## config.mk

```make
export PLATFORM = sky130hd
export DESIGN_NAME = neighbor_table_engine
export DESIGN_NICKNAME = d
export VERILOG_FILES = /design/src/sv/nte_pkg.sv /design/src/sv/nte_datapath.sv /design/src/sv/nte_ctrl.sv /design/src/sv/neighbor_table_engine.sv
export SDC_FILE = /design/constraint.sdc
export NUM_CORES = 2
export LEC_CHECK = 0
export BUFFER_PORTS_ARGS = -buffer_cell sky130_fd_sc_hd__buf_4
export CAP_MARGIN = 20
export CORE_UTILIZATION = 26
export DETAILED_ROUTE_END_ITERATION = 10
export GPL_TIMING_DRIVEN = 0
export SYNTH_ARGS = -nofsm -noshare
export SYNTH_HDL_FRONTEND = slang
export SYNTH_SLANG_ARGS = --single-unit
export TNS_END_PERCENT = 50
```

## constraint.sdc

```tcl
create_clock -name i_clk -period 7.5 [get_ports i_clk]
set_input_delay 1.875 -clock i_clk [delete_from_list [all_inputs] [get_ports i_clk]]
set_output_delay 1.875 -clock i_clk [all_outputs]
set_load 0.1 [all_outputs]
```

## src/sv/nte_pkg.sv

```systemverilog
`default_nettype none

package nte_pkg;

    // Default table depth and the limit on removals reported by one sweep.
    localparam int TABLE_ENTRIES_DEF = 16;
    localparam int MAX_RESULTS       = 16;
    localparam int KW                = $clog2(MAX_RESULTS + 1);

    // Result index that stands for no slot.
    localparam logic [4:0] RESULT_NIL = 5'h1F;

    // Operation codes carried by the mode field.
    typedef enum logic [2:0] {
        MODE_INSERT = 3'd0,
        MODE_FIND   = 3'd1,
        MODE_DELETE = 3'd2,
        MODE_SWEEP  = 3'd3,
        MODE_SORT   = 3'd4
    } t_mode;

    // Micro-operations that the controller issues to the datapath.
    typedef enum logic [4:0] {
        UOP_NONE,
        UOP_LOAD,
        UOP_INSERT,
        UOP_RES_PTR,
        UOP_RES_OK,
        UOP_STEP,
        UOP_ADV_PRE,
        UOP_UNHEAD,
        UOP_SPLICE,
        UOP_FREE,
        UOP_SWP_SKIP,
        UOP_SWP_ADV,
        UOP_SWP_TAKE,
        UOP_DEL_BEGIN,
        UOP_SWP_REC,
        UOP_SRT_INIT,
        UOP_SRT_LOAD,
        UOP_SRT_CUR,
        UOP_SRT_FRONT,
        UOP_SRT_LINK1,
        UOP_SRT_LINK2,
        UOP_SRT_DONE,
        UOP_EMIT
    } t_uop;

    // Command from controller to datapath.
    typedef struct packed {
        t_uop uop;
        logic last;
        logic live_cnt;
    } t_cmd;

    // Status from datapath to controller.
    typedef struct packed {
        logic ptr_nil;
        logic used_nil;
        logic item_nil;
        logic item_bad;
        logic item_is_head;
        logic link_is_item;
        logic addr_hit;
        logic expired;
        logic key_le;
        logic cur_nil;
        logic steps_full;
        logic guard_full;
        logic k_zero;
        logic k_full;
        logic out_free;
    } t_status;

endpackage

`default_nettype wire

```

## src/sv/nte_datapath.sv

```systemverilog
`default_nettype none

module nte_datapath #(
    parameter int TABLE_ENTRIES = nte_pkg::TABLE_ENTRIES_DEF
) (
    input  wire                  i_clk,
    input  wire                  i_rst_n,
    input  nte_pkg::t_cmd        i_cmd,
    output nte_pkg::t_status     o_status,
    input  wire  [2:0]           i_mode,
    input  wire  [15:0]          i_neighbor_address,
    input  wire  [31:0]          i_expire_time,
    input  wire  [31:0]          i_delivery_time,
    input  wire  signed [4:0]    i_entry_index,
    input  wire  [31:0]          i_current_time,
    input  wire                  i_out_stall,
    output logic                 o_out_valid,
    output logic signed [4:0]    o_result_index,
    output logic                 o_success,
    output logic [15:0]          o_removed_address,
    output logic                 o_removed_valid,
    output logic [4:0]           o_entry_count,
    output logic                 o_last
);

    localparam int LW = $clog2(TABLE_ENTRIES);
    localparam int PW = LW + 1;
    localparam int CW = $clog2(TABLE_ENTRIES + 1);

    // A pointer carries a nil flag above the slot index.
    typedef logic [PW-1:0] t_ptr;
    localparam t_ptr PtrNil = {1'b1, {LW{1'b0}}};

    // Table storage.
    t_ptr        r_link     [TABLE_ENTRIES];
    logic [15:0] r_ent_addr [TABLE_ENTRIES];
    logic [31:0] r_ent_exp  [TABLE_ENTRIES];
    logic [31:0] r_ent_del  [TABLE_ENTRIES];

    // List heads and walk registers.
    t_ptr            r_free_head, r_used_head;
    t_ptr            r_ptr, r_pre, r_cur, r_head, r_nxt, r_item;
    logic            r_item_nil, r_item_bad;
    logic [CW-1:0]   r_count, r_steps, r_guard;
    logic [nte_pkg::KW-1:0] r_k;
    logic [31:0]     r_key;
    logic [15:0]     r_gone;

    // Latched request.
    logic [15:0]     r_req_addr;
    logic [31:0]     r_req_exp, r_req_del, r_now;

    // Pending result.
    t_ptr            r_res_idx;
    logic            r_res_ok, r_res_valid;
    logic [15:0]     r_res_addr;
    logic [CW-1:0]   r_res_cnt;

    // Output register.
    logic            r_out_valid;
    logic [4:0]      r_out_idx;
    logic            r_out_ok, r_out_rvalid, r_out_last;
    logic [15:0]     r_out_addr;
    logic [4:0]      r_out_cnt;

    // All table reads share one address, the walk pointer.
    logic [LW-1:0] rd_idx;
    t_ptr          rd_link;
    logic [15:0]   rd_addr;
    logic [31:0]   rd_exp, rd_del;
    logic          in_item_nil, in_item_bad, out_free;

    assign rd_idx  = r_ptr[LW-1:0];
    assign rd_link = r_link[rd_idx];
    assign rd_addr = r_ent_addr[rd_idx];
    assign rd_exp  = r_ent_exp[rd_idx];
    assign rd_del  = r_ent_del[rd_idx];

    // Decode of the slot to delete.
    assign in_item_nil = (i_entry_index == nte_pkg::RESULT_NIL);
    assign in_item_bad = !in_item_nil &&
                         (i_entry_index[4] || (int'(i_entry_index[3:0]) >= TABLE_ENTRIES));

    assign out_free = !r_out_valid || !i_out_stall;

    // Status toward the controller.
    always_comb begin
        o_status.ptr_nil      = r_ptr[LW];
        o_status.used_nil     = r_used_head[LW];
        o_status.item_nil     = r_item_nil;
        o_status.item_bad     = r_item_bad;
        o_status.item_is_head = (r_item == r_used_head);
        o_status.link_is_item = (rd_link == r_item);
        o_status.addr_hit     = (rd_addr == r_req_addr);
        o_status.expired      = (rd_exp < r_now);
        o_status.key_le       = (r_key <= rd_del);
        o_status.cur_nil      = r_cur[LW];
        o_status.steps_full   = (r_steps == CW'(TABLE_ENTRIES));
        o_status.guard_full   = (r_guard == CW'(TABLE_ENTRIES));
        o_status.k_zero       = (r_k == '0);
        o_status.k_full       = (r_k == nte_pkg::KW'(nte_pkg::MAX_RESULTS));
        o_status.out_free     = out_free;
    end

    // Link table: one write per cycle, reset to the initial free chain.
    always_ff @(posedge i_clk) begin
        if (!i_rst_n) begin
            for (int i = 0; i < TABLE_ENTRIES - 1; i++) begin
                r_link[i] <= {1'b0, LW'(i + 1)};
            end
            r_link[TABLE_ENTRIES-1] <= PtrNil;
        end else begin
            unique case (i_cmd.uop)
                nte_pkg::UOP_INSERT:    r_link[rd_idx] <= r_used_head;
                nte_pkg::UOP_SPLICE:    r_link[r_pre[LW-1:0]] <= rd_link;
                nte_pkg::UOP_FREE:      r_link[r_item[LW-1:0]] <= r_free_head;
                nte_pkg::UOP_SRT_INIT:  r_link[rd_idx] <= PtrNil;
                nte_pkg::UOP_SRT_FRONT: r_link[r_cur[LW-1:0]] <= r_head;
                nte_pkg::UOP_SRT_LINK1: r_link[r_cur[LW-1:0]] <= r_ptr;
                nte_pkg::UOP_SRT_LINK2: r_link[r_pre[LW-1:0]] <= r_cur;
                default: ;
            endcase
        end
    end

    // Entry payload, written on insert only.
    always_ff @(posedge i_clk) begin
        if (i_cmd.uop == nte_pkg::UOP_INSERT) begin
            r_ent_addr[rd_idx] <= r_req_addr;
            r_ent_exp[rd_idx]  <= r_req_exp;
            r_ent_del[rd_idx]  <= r_req_del;
        end
    end

    // List heads, used count and output valid.
    always_ff @(posedge i_clk) begin
        if (!i_rst_n) begin
            r_free_head <= '0;
            r_used_head <= PtrNil;
            r_count     <= '0;
            r_out_valid <= 1'b0;
        end else begin
            unique case (i_cmd.uop)
                nte_pkg::UOP_INSERT: begin
                    r_free_head <= rd_link;
                    r_used_head <= r_ptr;
                    r_count     <= r_count + 1'b1;
                end
                nte_pkg::UOP_UNHEAD:   r_used_head <= rd_link;
                nte_pkg::UOP_FREE: begin
                    r_free_head <= r_item;
                    r_count     <= r_count - 1'b1;
                end
                nte_pkg::UOP_SRT_DONE: r_used_head <= r_head;
                default: ;
            endcase
            if (i_cmd.uop == nte_pkg::UOP_EMIT) begin
                r_out_valid <= 1'b1;
            end else if (!i_out_stall) begin
                r_out_valid <= 1'b0;
            end
        end
    end

    // Walk registers, request latch and pending result.
    always_ff @(posedge i_clk) begin
        unique case (i_cmd.uop)
            nte_pkg::UOP_LOAD: begin
                r_ptr       <= (i_mode == nte_pkg::MODE_INSERT) ? r_free_head : r_used_head;
                r_steps     <= '0;
                r_guard     <= '0;
                r_k         <= '0;
                r_req_addr  <= i_neighbor_address;
                r_req_exp   <= i_expire_time;
                r_req_del   <= i_delivery_time;
                r_now       <= i_current_time;
                r_item      <= {1'b0, LW'(i_entry_index[3:0])};
                r_item_nil  <= in_item_nil;
                r_item_bad  <= in_item_bad;
                r_res_idx   <= PtrNil;
                r_res_ok    <= 1'b0;
                r_res_addr  <= '0;
                r_res_valid <= 1'b0;
                r_res_cnt   <= '0;
            end
            nte_pkg::UOP_INSERT:  r_res_idx <= r_ptr;
            nte_pkg::UOP_RES_PTR: r_res_idx <= r_ptr;
            nte_pkg::UOP_RES_OK:  r_res_ok  <= 1'b1;
            nte_pkg::UOP_FREE:    r_res_ok  <= 1'b1;
            nte_pkg::UOP_STEP: begin
                r_ptr   <= rd_link;
                r_steps <= r_steps + 1'b1;
            end
            nte_pkg::UOP_ADV_PRE: begin
                r_pre <= r_ptr;
                r_ptr <= rd_link;
            end
            nte_pkg::UOP_SWP_SKIP: begin
                r_ptr   <= rd_link;
                r_guard <= r_guard + 1'b1;
            end
            nte_pkg::UOP_SWP_ADV: begin
                r_ptr   <= r_nxt;
                r_guard <= r_guard + 1'b1;
            end
            nte_pkg::UOP_SWP_TAKE: begin
                r_nxt      <= rd_link;
                r_gone     <= rd_addr;
                r_item     <= r_ptr;
                r_item_nil <= 1'b0;
                r_item_bad <= 1'b0;
            end
            nte_pkg::UOP_DEL_BEGIN: begin
                r_ptr   <= r_used_head;
                r_steps <= '0;
            end
            nte_pkg::UOP_SWP_REC: begin
                r_res_idx   <= PtrNil;
                r_res_ok    <= 1'b1;
                r_res_addr  <= r_gone;
                r_res_valid <= 1'b1;
                r_res_cnt   <= r_count;
                r_k         <= r_k + 1'b1;
                r_ptr       <= r_nxt;
                r_guard     <= r_guard + 1'b1;
            end
            nte_pkg::UOP_SRT_INIT: begin
                r_head  <= r_ptr;
                r_cur   <= rd_link;
                r_guard <= '0;
            end
            nte_pkg::UOP_SRT_LOAD: r_ptr <= r_cur;
            nte_pkg::UOP_SRT_CUR: begin
                r_nxt <= rd_link;
                r_key <= rd_del;
                r_ptr <= r_head;
            end
            nte_pkg::UOP_SRT_FRONT: begin
                r_head  <= r_cur;
                r_cur   <= r_nxt;
                r_guard <= r_guard + 1'b1;
            end
            nte_pkg::UOP_SRT_LINK2: begin
                r_cur   <= r_nxt;
                r_guard <= r_guard + 1'b1;
            end
            default: ;
        endcase
    end

    // Output payload register.
    always_ff @(posedge i_clk) begin
        if (i_cmd.uop == nte_pkg::UOP_EMIT) begin
            r_out_idx    <= r_res_idx[LW] ? nte_pkg::RESULT_NIL : 5'(r_res_idx[LW-1:0]);
            r_out_ok     <= r_res_ok;
            r_out_addr   <= r_res_addr;
            r_out_rvalid <= r_res_valid;
            r_out_cnt    <= i_cmd.live_cnt ? 5'(r_count) : 5'(r_res_cnt);
            r_out_last   <= i_cmd.last;
        end
    end

    assign o_out_valid       = r_out_valid;
    assign o_result_index    = r_out_idx;
    assign o_success         = r_out_ok;
    assign o_removed_address = r_out_addr;
    assign o_removed_valid   = r_out_rvalid;
    assign o_entry_count     = r_out_cnt;
    assign o_last            = r_out_last;

endmodule

`default_nettype wire

```

## src/sv/nte_ctrl.sv

```systemverilog
`default_nettype none

module nte_ctrl (
    input  wire              i_clk,
    input  wire              i_rst_n,
    input  wire              i_in_valid,
    output logic             o_in_stall,
    input  wire  [2:0]       i_mode,
    input  nte_pkg::t_status i_status,
    output nte_pkg::t_cmd    o_cmd
);

    typedef enum logic [4:0] {
        S_IDLE,
        S_INS,
        S_FIND,
        S_DEL,
        S_WALK,
        S_SPLICE,
        S_FREE,
        S_SWP,
        S_SWP_FLUSH,
        S_SWP_TAKE,
        S_DEL_BEGIN,
        S_SWP_REC,
        S_SWP_END,
        S_SRT_INIT,
        S_SRT_LOOP,
        S_SRT_CUR,
        S_SRT_CMP,
        S_SRT_SCAN,
        S_SRT_LINK2,
        S_EMIT
    } t_state;

    t_state r_state, n_state;
    logic   r_sweep, n_sweep;

    assign o_in_stall = (r_state != S_IDLE);

    // Next state and micro-operation.
    always_comb begin
        n_state        = r_state;
        n_sweep        = r_sweep;
        o_cmd.uop      = nte_pkg::UOP_NONE;
        o_cmd.last     = 1'b1;
        o_cmd.live_cnt = 1'b1;
        unique case (r_state)
            S_IDLE: begin
                if (i_in_valid) begin
                    o_cmd.uop = nte_pkg::UOP_LOAD;
                    n_sweep   = 1'b0;
                    unique case (nte_pkg::t_mode'(i_mode))
                        nte_pkg::MODE_INSERT: n_state = S_INS;
                        nte_pkg::MODE_FIND:   n_state = S_FIND;
                        nte_pkg::MODE_DELETE: n_state = S_DEL;
                        nte_pkg::MODE_SWEEP: begin
                            n_state = S_SWP;
                            n_sweep = 1'b1;
                        end
                        nte_pkg::MODE_SORT:   n_state = S_SRT_INIT;
                        default:              n_state = S_EMIT;
                    endcase
                end
            end
            S_INS: begin
                if (!i_status.ptr_nil) begin
                    o_cmd.uop = nte_pkg::UOP_INSERT;
                end
                n_state = S_EMIT;
            end
            // Search by address, one hop per cycle.
            S_FIND: begin
                priority if (i_status.ptr_nil || i_status.steps_full) begin
                    n_state = S_EMIT;
                end else if (i_status.addr_hit) begin
                    o_cmd.uop = nte_pkg::UOP_RES_PTR;
                    n_state   = S_EMIT;
                end else begin
                    o_cmd.uop = nte_pkg::UOP_STEP;
                end
            end
            // Unlink of one slot, shared by delete and sweep.
            S_DEL: begin
                priority if (i_status.item_nil) begin
                    o_cmd.uop = nte_pkg::UOP_RES_OK;
                    n_state   = S_EMIT;
                end else if (i_status.item_bad || i_status.used_nil) begin
                    n_state = S_EMIT;
                end else if (i_status.item_is_head) begin
                    o_cmd.uop = nte_pkg::UOP_UNHEAD;
                    n_state   = S_FREE;
                end else begin
                    n_state = S_WALK;
                end
            end
            S_WALK: begin
                priority if (i_status.ptr_nil || i_status.steps_full) begin
                    if (r_sweep) begin
                        o_cmd.uop = nte_pkg::UOP_SWP_ADV;
                        n_state   = S_SWP;
                    end else begin
                        n_state = S_EMIT;
                    end
                end else if (i_status.link_is_item) begin
                    o_cmd.uop = nte_pkg::UOP_ADV_PRE;
                    n_state   = S_SPLICE;
                end else begin
                    o_cmd.uop = nte_pkg::UOP_STEP;
                end
            end
            S_SPLICE: begin
                o_cmd.uop = nte_pkg::UOP_SPLICE;
                n_state   = S_FREE;
            end
            S_FREE: begin
                o_cmd.uop = nte_pkg::UOP_FREE;
                n_state   = r_sweep ? S_SWP_REC : S_EMIT;
            end
            // Expiry sweep; a removal is held until the next one shows it is not last.
            S_SWP: begin
                priority if (i_status.ptr_nil || i_status.guard_full || i_status.k_full) begin
                    n_state = S_SWP_END;
                end else if (i_status.expired) begin
                    n_state = S_SWP_FLUSH;
                end else begin
                    o_cmd.uop = nte_pkg::UOP_SWP_SKIP;
                end
            end
            S_SWP_FLUSH: begin
                priority if (i_status.k_zero) begin
                    o_cmd.uop = nte_pkg::UOP_SWP_TAKE;
                    n_state   = S_DEL_BEGIN;
                end else if (i_status.out_free) begin
                    o_cmd.uop      = nte_pkg::UOP_EMIT;
                    o_cmd.last     = 1'b0;
                    o_cmd.live_cnt = 1'b0;
                    n_state        = S_SWP_TAKE;
                end else begin
                    n_state = S_SWP_FLUSH;
                end
            end
            S_SWP_TAKE: begin
                o_cmd.uop = nte_pkg::UOP_SWP_TAKE;
                n_state   = S_DEL_BEGIN;
            end
            S_DEL_BEGIN: begin
                o_cmd.uop = nte_pkg::UOP_DEL_BEGIN;
                n_state   = S_DEL;
            end
            S_SWP_REC: begin
                o_cmd.uop = nte_pkg::UOP_SWP_REC;
                n_state   = S_SWP;
            end
            S_SWP_END: begin
                priority if (i_status.k_zero) begin
                    n_state = S_EMIT;
                end else if (i_status.out_free) begin
                    o_cmd.uop      = nte_pkg::UOP_EMIT;
                    o_cmd.live_cnt = 1'b0;
                    n_state        = S_IDLE;
                end else begin
                    n_state = S_SWP_END;
                end
            end
            // Insertion sort of the used list by delivery tick.
            S_SRT_INIT: begin
                if (!i_status.used_nil) begin
                    o_cmd.uop = nte_pkg::UOP_SRT_INIT;
                    n_state   = S_SRT_LOOP;
                end else begin
                    n_state = S_EMIT;
                end
            end
            S_SRT_LOOP: begin
                if (i_status.cur_nil || i_status.guard_full) begin
                    o_cmd.uop = nte_pkg::UOP_SRT_DONE;
                    n_state   = S_EMIT;
                end else begin
                    o_cmd.uop = nte_pkg::UOP_SRT_LOAD;
                    n_state   = S_SRT_CUR;
                end
            end
            S_SRT_CUR: begin
                o_cmd.uop = nte_pkg::UOP_SRT_CUR;
                n_state   = S_SRT_CMP;
            end
            S_SRT_CMP: begin
                if (i_status.key_le) begin
                    o_cmd.uop = nte_pkg::UOP_SRT_FRONT;
                    n_state   = S_SRT_LOOP;
                end else begin
                    o_cmd.uop = nte_pkg::UOP_ADV_PRE;
                    n_state   = S_SRT_SCAN;
                end
            end
            S_SRT_SCAN: begin
                if (i_status.ptr_nil || i_status.key_le) begin
                    o_cmd.uop = nte_pkg::UOP_SRT_LINK1;
                    n_state   = S_SRT_LINK2;
                end else begin
                    o_cmd.uop = nte_pkg::UOP_ADV_PRE;
                end
            end
            S_SRT_LINK2: begin
                o_cmd.uop = nte_pkg::UOP_SRT_LINK2;
                n_state   = S_SRT_LOOP;
            end
            S_EMIT: begin
                if (i_status.out_free) begin
                    o_cmd.uop = nte_pkg::UOP_EMIT;
                    n_state   = S_IDLE;
                end
            end
            default: n_state = S_IDLE;
        endcase
    end

    // State register.
    always_ff @(posedge i_clk) begin
        if (!i_rst_n) begin
            r_state <= S_IDLE;
            r_sweep <= 1'b0;
        end else begin
            r_state <= n_state;
            r_sweep <= n_sweep;
        end
    end

endmodule

`default_nettype wire

```

## src/sv/neighbor_table_engine.sv

```systemverilog
// Channel  Direction  Handshake                 Beat contents
// in       input      i_in_valid / o_in_stall   mode, address, expiry, delivery, index, time
// out      output     o_out_valid / i_out_stall index, success, removed address, count, last
//
// One command at a time; the link table has a single read port, one list hop per cycle.
// Find and delete walk the used list from its head, and sort reorders the used entries by
// delivery time. A sweep steps past each kept entry; a removal behind kept entries walks
// again from the list head past each entry ahead of it, then splices it out.
// Reset is synchronous and rebuilds the free chain at once; no clearing pass is needed.
// A new command is taken while the last beat still waits; a stalled output holds a
// command only once it has a beat of its own ready to send.
`default_nettype none

module neighbor_table_engine #(
    parameter int TABLE_ENTRIES = nte_pkg::TABLE_ENTRIES_DEF
) (
    input  wire                i_clk,
    input  wire                i_rst_n,
    input  wire                i_in_valid,
    output logic               o_in_stall,
    input  wire  [2:0]         i_mode,
    input  wire  [15:0]        i_neighbor_address,
    input  wire  [31:0]        i_expire_time,
    input  wire  [31:0]        i_delivery_time,
    input  wire  signed [4:0]  i_entry_index,
    input  wire  [31:0]        i_current_time,
    output logic               o_out_valid,
    input  wire                i_out_stall,
    output logic signed [4:0]  o_result_index,
    output logic               o_success,
    output logic [15:0]        o_removed_address,
    output logic               o_removed_valid,
    output logic [4:0]         o_entry_count,
    output logic               o_last
);

    nte_pkg::t_cmd    cmd;
    nte_pkg::t_status status;

    // Sequencer.
    nte_ctrl u_ctrl (
        .i_clk      (i_clk),
        .i_rst_n    (i_rst_n),
        .i_in_valid (i_in_valid),
        .o_in_stall (o_in_stall),
        .i_mode     (i_mode),
        .i_status   (status),
        .o_cmd      (cmd)
    );

    // Table, walk registers and output register.
    nte_datapath #(
        .TABLE_ENTRIES (TABLE_ENTRIES)
    ) u_datapath (
        .i_clk              (i_clk),
        .i_rst_n            (i_rst_n),
        .i_cmd              (cmd),
        .o_status           (status),
        .i_mode             (i_mode),
        .i_neighbor_address (i_neighbor_address),
        .i_expire_time      (i_expire_time),
        .i_delivery_time    (i_delivery_time),
        .i_entry_index      (i_entry_index),
        .i_current_time     (i_current_time),
        .i_out_stall        (i_out_stall),
        .o_out_valid        (o_out_valid),
        .o_result_index     (o_result_index),
        .o_success          (o_success),
        .o_removed_address  (o_removed_address),
        .o_removed_valid    (o_removed_valid),
        .o_entry_count      (o_entry_count),
        .o_last             (o_last)
    );

endmodule

`default_nettype wire

```

* Word level (Yosys, flattened, before mapping) *
Memories as Yosys holds them, arrays and structs flattened. A register that Yosys moved wholly into a read port is not among the register bits.
Cells that the tools add are included.

word-level totals
  bits in registers = 285
  memory bits (writable) = 1360
  bits of input ports = 124
  output and inout port bits = 31
  logic and storage cells = 265
  memories kept = 4

cells by class
  $add $sub $neg = 5
  order comparisons = 2
  equal/unequal tests = 59
  mux-type cells = 113
  bitwise operators = 4
  reductions and logical operators = 43

memories
  name                   words  width  read ports  clocked after memory_dff  write ports  RTL line            text
  u_datapath.r_ent_del   16     32     1           1                         1            nte_datapath.sv:38  logic [31:0] r_ent_del [TABLE_ENTRIES];
  u_datapath.r_ent_exp   16     32     1           1                         1            nte_datapath.sv:37  logic [31:0] r_ent_exp [TABLE_ENTRIES];
  u_datapath.r_ent_addr  16     16     1           1                         1            nte_datapath.sv:36  logic [15:0] r_ent_addr [TABLE_ENTRIES];
  u_datapath.r_link      16     5      1           1                         16           nte_datapath.sv:35  t_ptr r_link [TABLE_ENTRIES];

operator list
  operator             number
  $pmux 5 s20          2
  $mux 5               37
  $pmux 5 s2           10
  $eq 5x4->1 const B   16
  $eq 5x5->1 const B   15
  $mux 4               12
  $eq 5x3->1 const B   8
  $mux 1               35
  $le 32x32->1         1
  $lt 32x32->1         1
  $pmux 16 s2          1
  $pmux 5 s6           1
  $pmux 5 s5           1
  $reduce_or 5->1      5
  $add 5x1->5 const B  4
  $eq 5x2->1 const B   4
  $reduce_bool 2->1    9
  $eq 16x16->1         1
  $reduce_or 2->1      8
  $pmux 5 s3           1
  $eq 5x1->1 const B   2
  $eq 5x5->1           2
  $logic_not 5->1      2
  $pmux 1 s2           5
  22 further kinds     43

* Depth between registers and ports, before layout *
  word-level depth = 15
  depth in mapped cells = 26
  depth with buffers taken out = 15

* Modules after synthesis *
Synthesis repeated with hierarchy kept, for this count alone.

second synthesis, totals
  cell total of the unflattened synthesis = 3371
  area, all modules = 66425.0 µm²

by module, submodules not included
  module        instances  cells an instance  area each (µm²)  sequential area each (µm²)
  nte_datapath  1          3199               65320.1          49137.1
  nte_ctrl      1          172                1104.8           120.1

* Worst setup path after synthesis *
Ideal clock, no wire load.

  path type = register to register
  start = reg u_ctrl.r_state[3]
  end = mem u_datapath.r_ent_addr[0][0] (enable)
  setup time = 0.616 ns
  arrival time = 6.890 ns
  required time = 6.884 ns
  slack = -0.006 ns
  cell stages (with the launch flop) = 7
  buffers on the path = 2
  clock period less this slack = 7.506 ns
  cell sequence = dfxtp_1 -> buf_4 -> nor3_2 -> and3_1 -> clkbuf_1 -> nand3_1 -> nor3_1

between the ends
  longest elaborated chain between the ends = 5
  elaborated cells on any way between the ends = 24
  those cells by class = 20 x eq/ne; 3 x mux; 1 x reduce/logical

RTL lines
  item                                      RTL line             text
  start: declaration                        nte_ctrl.sv:36       t_state r_state, n_state;
  start signal: assignment                  nte_ctrl.sv:225      r_state <= n_state;
  $eq 5x5->1, or another cell as far along  nte_ctrl.sv:48       unique case (r_state)
  $pmux 5 s20 *                             nte_ctrl.sv:48
  $eq 5x2->1 *                              nte_datapath.sv:128  if (i_cmd.uop == nte_pkg::UOP_INSERT) begin
  $mux 1 *                                  nte_datapath.sv:128
  $mux 1 (not written as such) *            nte_datapath.sv:129  r_ent_addr[rd_idx] <= r_req_addr;
  end: declaration                          nte_datapath.sv:36

Every way passes the cells marked *; elsewhere a longest branch is shown, timed or not.

==> flow_summary.ini <==
[outcome]
status = finished with violations
failed_checks = design-rule violations

[worst_setup_path]
r2r-end = u_datapath.r_link[6][3]
crit_type = flop to flop
critPathMaxFanout = 19
endpoint_kind = flop
start_kind = flop
regToRegSetupSlack_ns = 0.20
r2r_cells = 22
cp.arrival_ns = 7.78
cp_data_required_time_ns = 7.98

[placement]
port_buffers = 154
dp_cells = 6888
gp_congestion = 0.862
dpl.hpwl_um = 117000
post-place-ws_ns = -3.06

[run]
cap_viol_max_count = 0

[power]
vdd_ir_drop_max_v = 0.000182
finalPower_mw = 29.0
p_clk_share_pct = 27.4
power_density_nw_per_um2 = 367
p_switching_mw = 9.56
internal_power_mw = 19.4
p_leak_nw = 25.2
combPwrFrac_pct = 31.0
p_sw_share_pct = 33.0
share_seq_of_total_power_pct = 41.6

[route]
met3_length_um = 11700
viasPerCell = 4.74
wl_um = 175000
wl_per_cell_um = 24.4
drc = 54
wl_met1_um = 79100
drtAntennaViolNets = 0
dr_wl_met2_um = 80800
drt-initial-drc-count = 3928
dr.pass1.iters = 8
vias = 34100
routed.top_layer = met5

[sta]
hold_viol_final = 0
timing.fmax_mhz = 137
min_period_ns = 7.30
postLayoutSetupSlackWorst_ns = 0.200
setup_tns_ns = 0
worst_pin_slew_ns = 1.17
finalClockSkew_ns = 0.0590
setup_violations = 0
maxSlewViolCount = 0
slew_headroom_pct = 21.9
period_share_pct = 97.3

[worst_hold_path]
hold_end = u_datapath.o_removed_address[13]
min_delay_path_depth = 0
hp-start = u_datapath.r_res_addr[13]
hold_class = flop to flop

[global_route]
grt_pass1_vias = 34000
grt-ovfl-total = 0
grt_pass1_wl_um = 250000
antenna_found_initial = 12
grt_use_total_pct = 13.5
grt_max_degree = 69

[die]
die_w_um = 505
fp.dieArea_sq_um = 255000
core-area_sq_um = 251000
start_util_pct = 26.2
rows = 184
io_pins = 155
die_height_um = 505

[finish]
nets = 3908
final_layout_size_suffix_gt1_share_pct = 28.5
n_fill_cell = 24100
instances_no_fill = 7190
syn_to_final_growth_pct = 20.0

[clock_tree]
tritoncts = yes
root_buffer = clkbuf_16
cts.htree.levels = 4
clk_latency_ns = 0.84
numCtsBuffers = 160
ctsHoldBuffers = 0
clk_path_buf_depth = 3
cts_sinks = 1649
path_clk_slew_ns = 0.06

[yosys]
seq_area_frac_synth_pct = 74.9
synth_edf_count = 1623
syn_nets = 3474
synthesis.area_sq_um = 65800
yosys_warnings = 0
synth_area_leaders = edfxtp_1 (74%), mux4_2 (13%), ha_1 (1.4%), mux2i_1 (1.3%), dfxtp_1 (0.79%)
synthDistinctLibCells = 99
yosys.area.top_type = edfxtp_1
postSynthCellCount = 3277
synth_ff_type = edfxtp_1
synth_top_area_share_pct = 74.1
synth_seq_cells = 1649
syn_area_per_cell_sq_um = 20.1
async_flop_share_pct = 0
## worst max-delay path: stages, from the launching register on
cell and delay (ns):
dfxtp_1 0.34, buf_4 0.22, buf_4 0.27, buf_2 0.54
clkbuf_2 0.58, clkbuf_1 0.71, mux4_2 0.40, inv_1 0.06
ha_1 0.31, nand2_1 0.06, o21ai_0 0.45, nand2_1 0.21
a31oi_4 0.25, o21a_2 0.33, o211ai_1 0.14, buf_4 0.20
buf_4 0.14, o31ai_4 0.36, nand2b_1 0.17, a32oi_2 0.31
buf_2 0.29, nand4_1 0.28, nand2_1 0.31
## what timing repair did
item                       in CTS  in global routing
setup endpoints to repair     223                167
pin swaps                       7                  5
resized for setup             132                 35
gates cloned                    0                  0
setup buffers                   5                  7
## per-stage QoR
step                util [%]  hold slack [ns]  area, sq um
finish                  31.4            0.408        78900
global placement        28.3            0.405        71100
detailed placement      29.1            0.408        73200
floorplan                  -            0.400        65800
global route            31.4            0.423        78900
CTS                     31.3            0.405        78700
## cell usage in the layout (no fill, tap or decap), types with 22 or more instances in the layout
cell type	count
nand4_1	33
clkbuf_1	65
buf_2	36
edfxtp_1	1623
o21ai_0	51
inv_1	97
clkinv_2	24
buf_6	28
dfxtp_1	26
nand2_1	102
buf_8	24
buf_4	191
clkbuf_16	161
nor3_1	27
nand2b_1	33
clkinv_1	36
nor2_1	112
a22oi_1	34
and2_1	29
mux2_2	22
ha_1	72
mux4_2	373
a21oi_1	64
nand3_1	57
mux2i_1	86
buf_12	50
## power by group through the flow
stage | logic, mW | clock network [mW] | registers (mW)
final | 9.00 | 7.95 | 12.1
after floorplan | 5.66 | 0 | 12.2
after detailed placement | 8.85 | 0 | 12.2
after global placement | 8.58 | 0 | 12.3
after CTS | 8.99 | 8.09 | 12.0
after global routing | 9.61 | 8.44 | 12.1
## routing by layer
layer,GRT usage (%),up-vias
met5,0,-
met4,3.49,4
met3,2.36,228
met2,21.0,1323
met1,19.4,18100
li1,-,14400
## state kept, by name, summed over array words and instances (netlist names), 16 cells and up, named ones only
register	count
u_datapath.o_removed_address	16
u_datapath.r_ent_addr	256
u_datapath.r_ent_del	512
u_datapath.r_ent_exp	512
u_datapath.r_gone	16
u_datapath.r_key	32
u_datapath.r_link	80
u_datapath.r_now	32
u_datapath.r_req_addr	16
u_datapath.r_req_del	32
u_datapath.r_req_exp	32
u_datapath.r_res_addr	16
## how the worst max path moves through the flow
stage	startpoint	to	slack [ns]	cells after the start
global route	flop	u_datapath.r_link[6][3]	-0.06	22
CTS	flop	u_datapath.r_link[7][2]	0.01	22
global placement	u_ctrl.r_state[3]	u_datapath.r_ent_exp[1][17]	-9.49	6
finish	flop	u_datapath.r_link[6][3]	0.20	22
detailed placement	flop	u_datapath.r_link[9][0]	-3.06	21
floorplan	u_ctrl.r_state[3]	u_datapath.r_ent_addr[1][0]	-0.004	6
## layout make-up
class	count	area, sq um	share of cell area, %
inverters	100	382	0.484
well taps	3348	4190	5.31
multi-input cells	1379	15700	19.9
plain buffers	143	911	1.15
flip-flops and latches	1649	49300	62.4
diodes	3	7.51	0.00951
clock inverters	92	983	1.25
repair buffers	278	3280	4.15
clock buffers	198	4180	5.29
## cell usage after synthesis (15+ instances only)
cell and n:
a21oi_1 66, a22oi_1 34, and2_1 29, buf_1 23
buf_2 35, buf_4 15, clkbuf_1 65, dfxtp_1 26
edfxtp_1 1623, ha_1 72, inv_1 97, mux2_2 22
mux2i_1 86, mux4_2 373, nand2_1 111, nand2b_1 33
nand3_1 57, nand4_1 33, nor2_1 124, nor2b_1 15
nor3_1 35, o21ai_0 54, xnor2_1 19, xor2_1 15
## kinds of logic (layout without fill, tap and decap cells)
group	count (synthesis)	after routing	synth area share (%)
DFF	1649	1649	74.9
and+or+nand+nor	501	501	3.93
muxes	484	484	14.6
AOI/OAI and AO/OA	287	287	3.04
buffers and inverters	249	811	1.72
adders and majority gates	73	73	1.40
xor gates and xnor gates	34	34	0.453
other	0	3	0
Power figures use the tool's default switching activity.
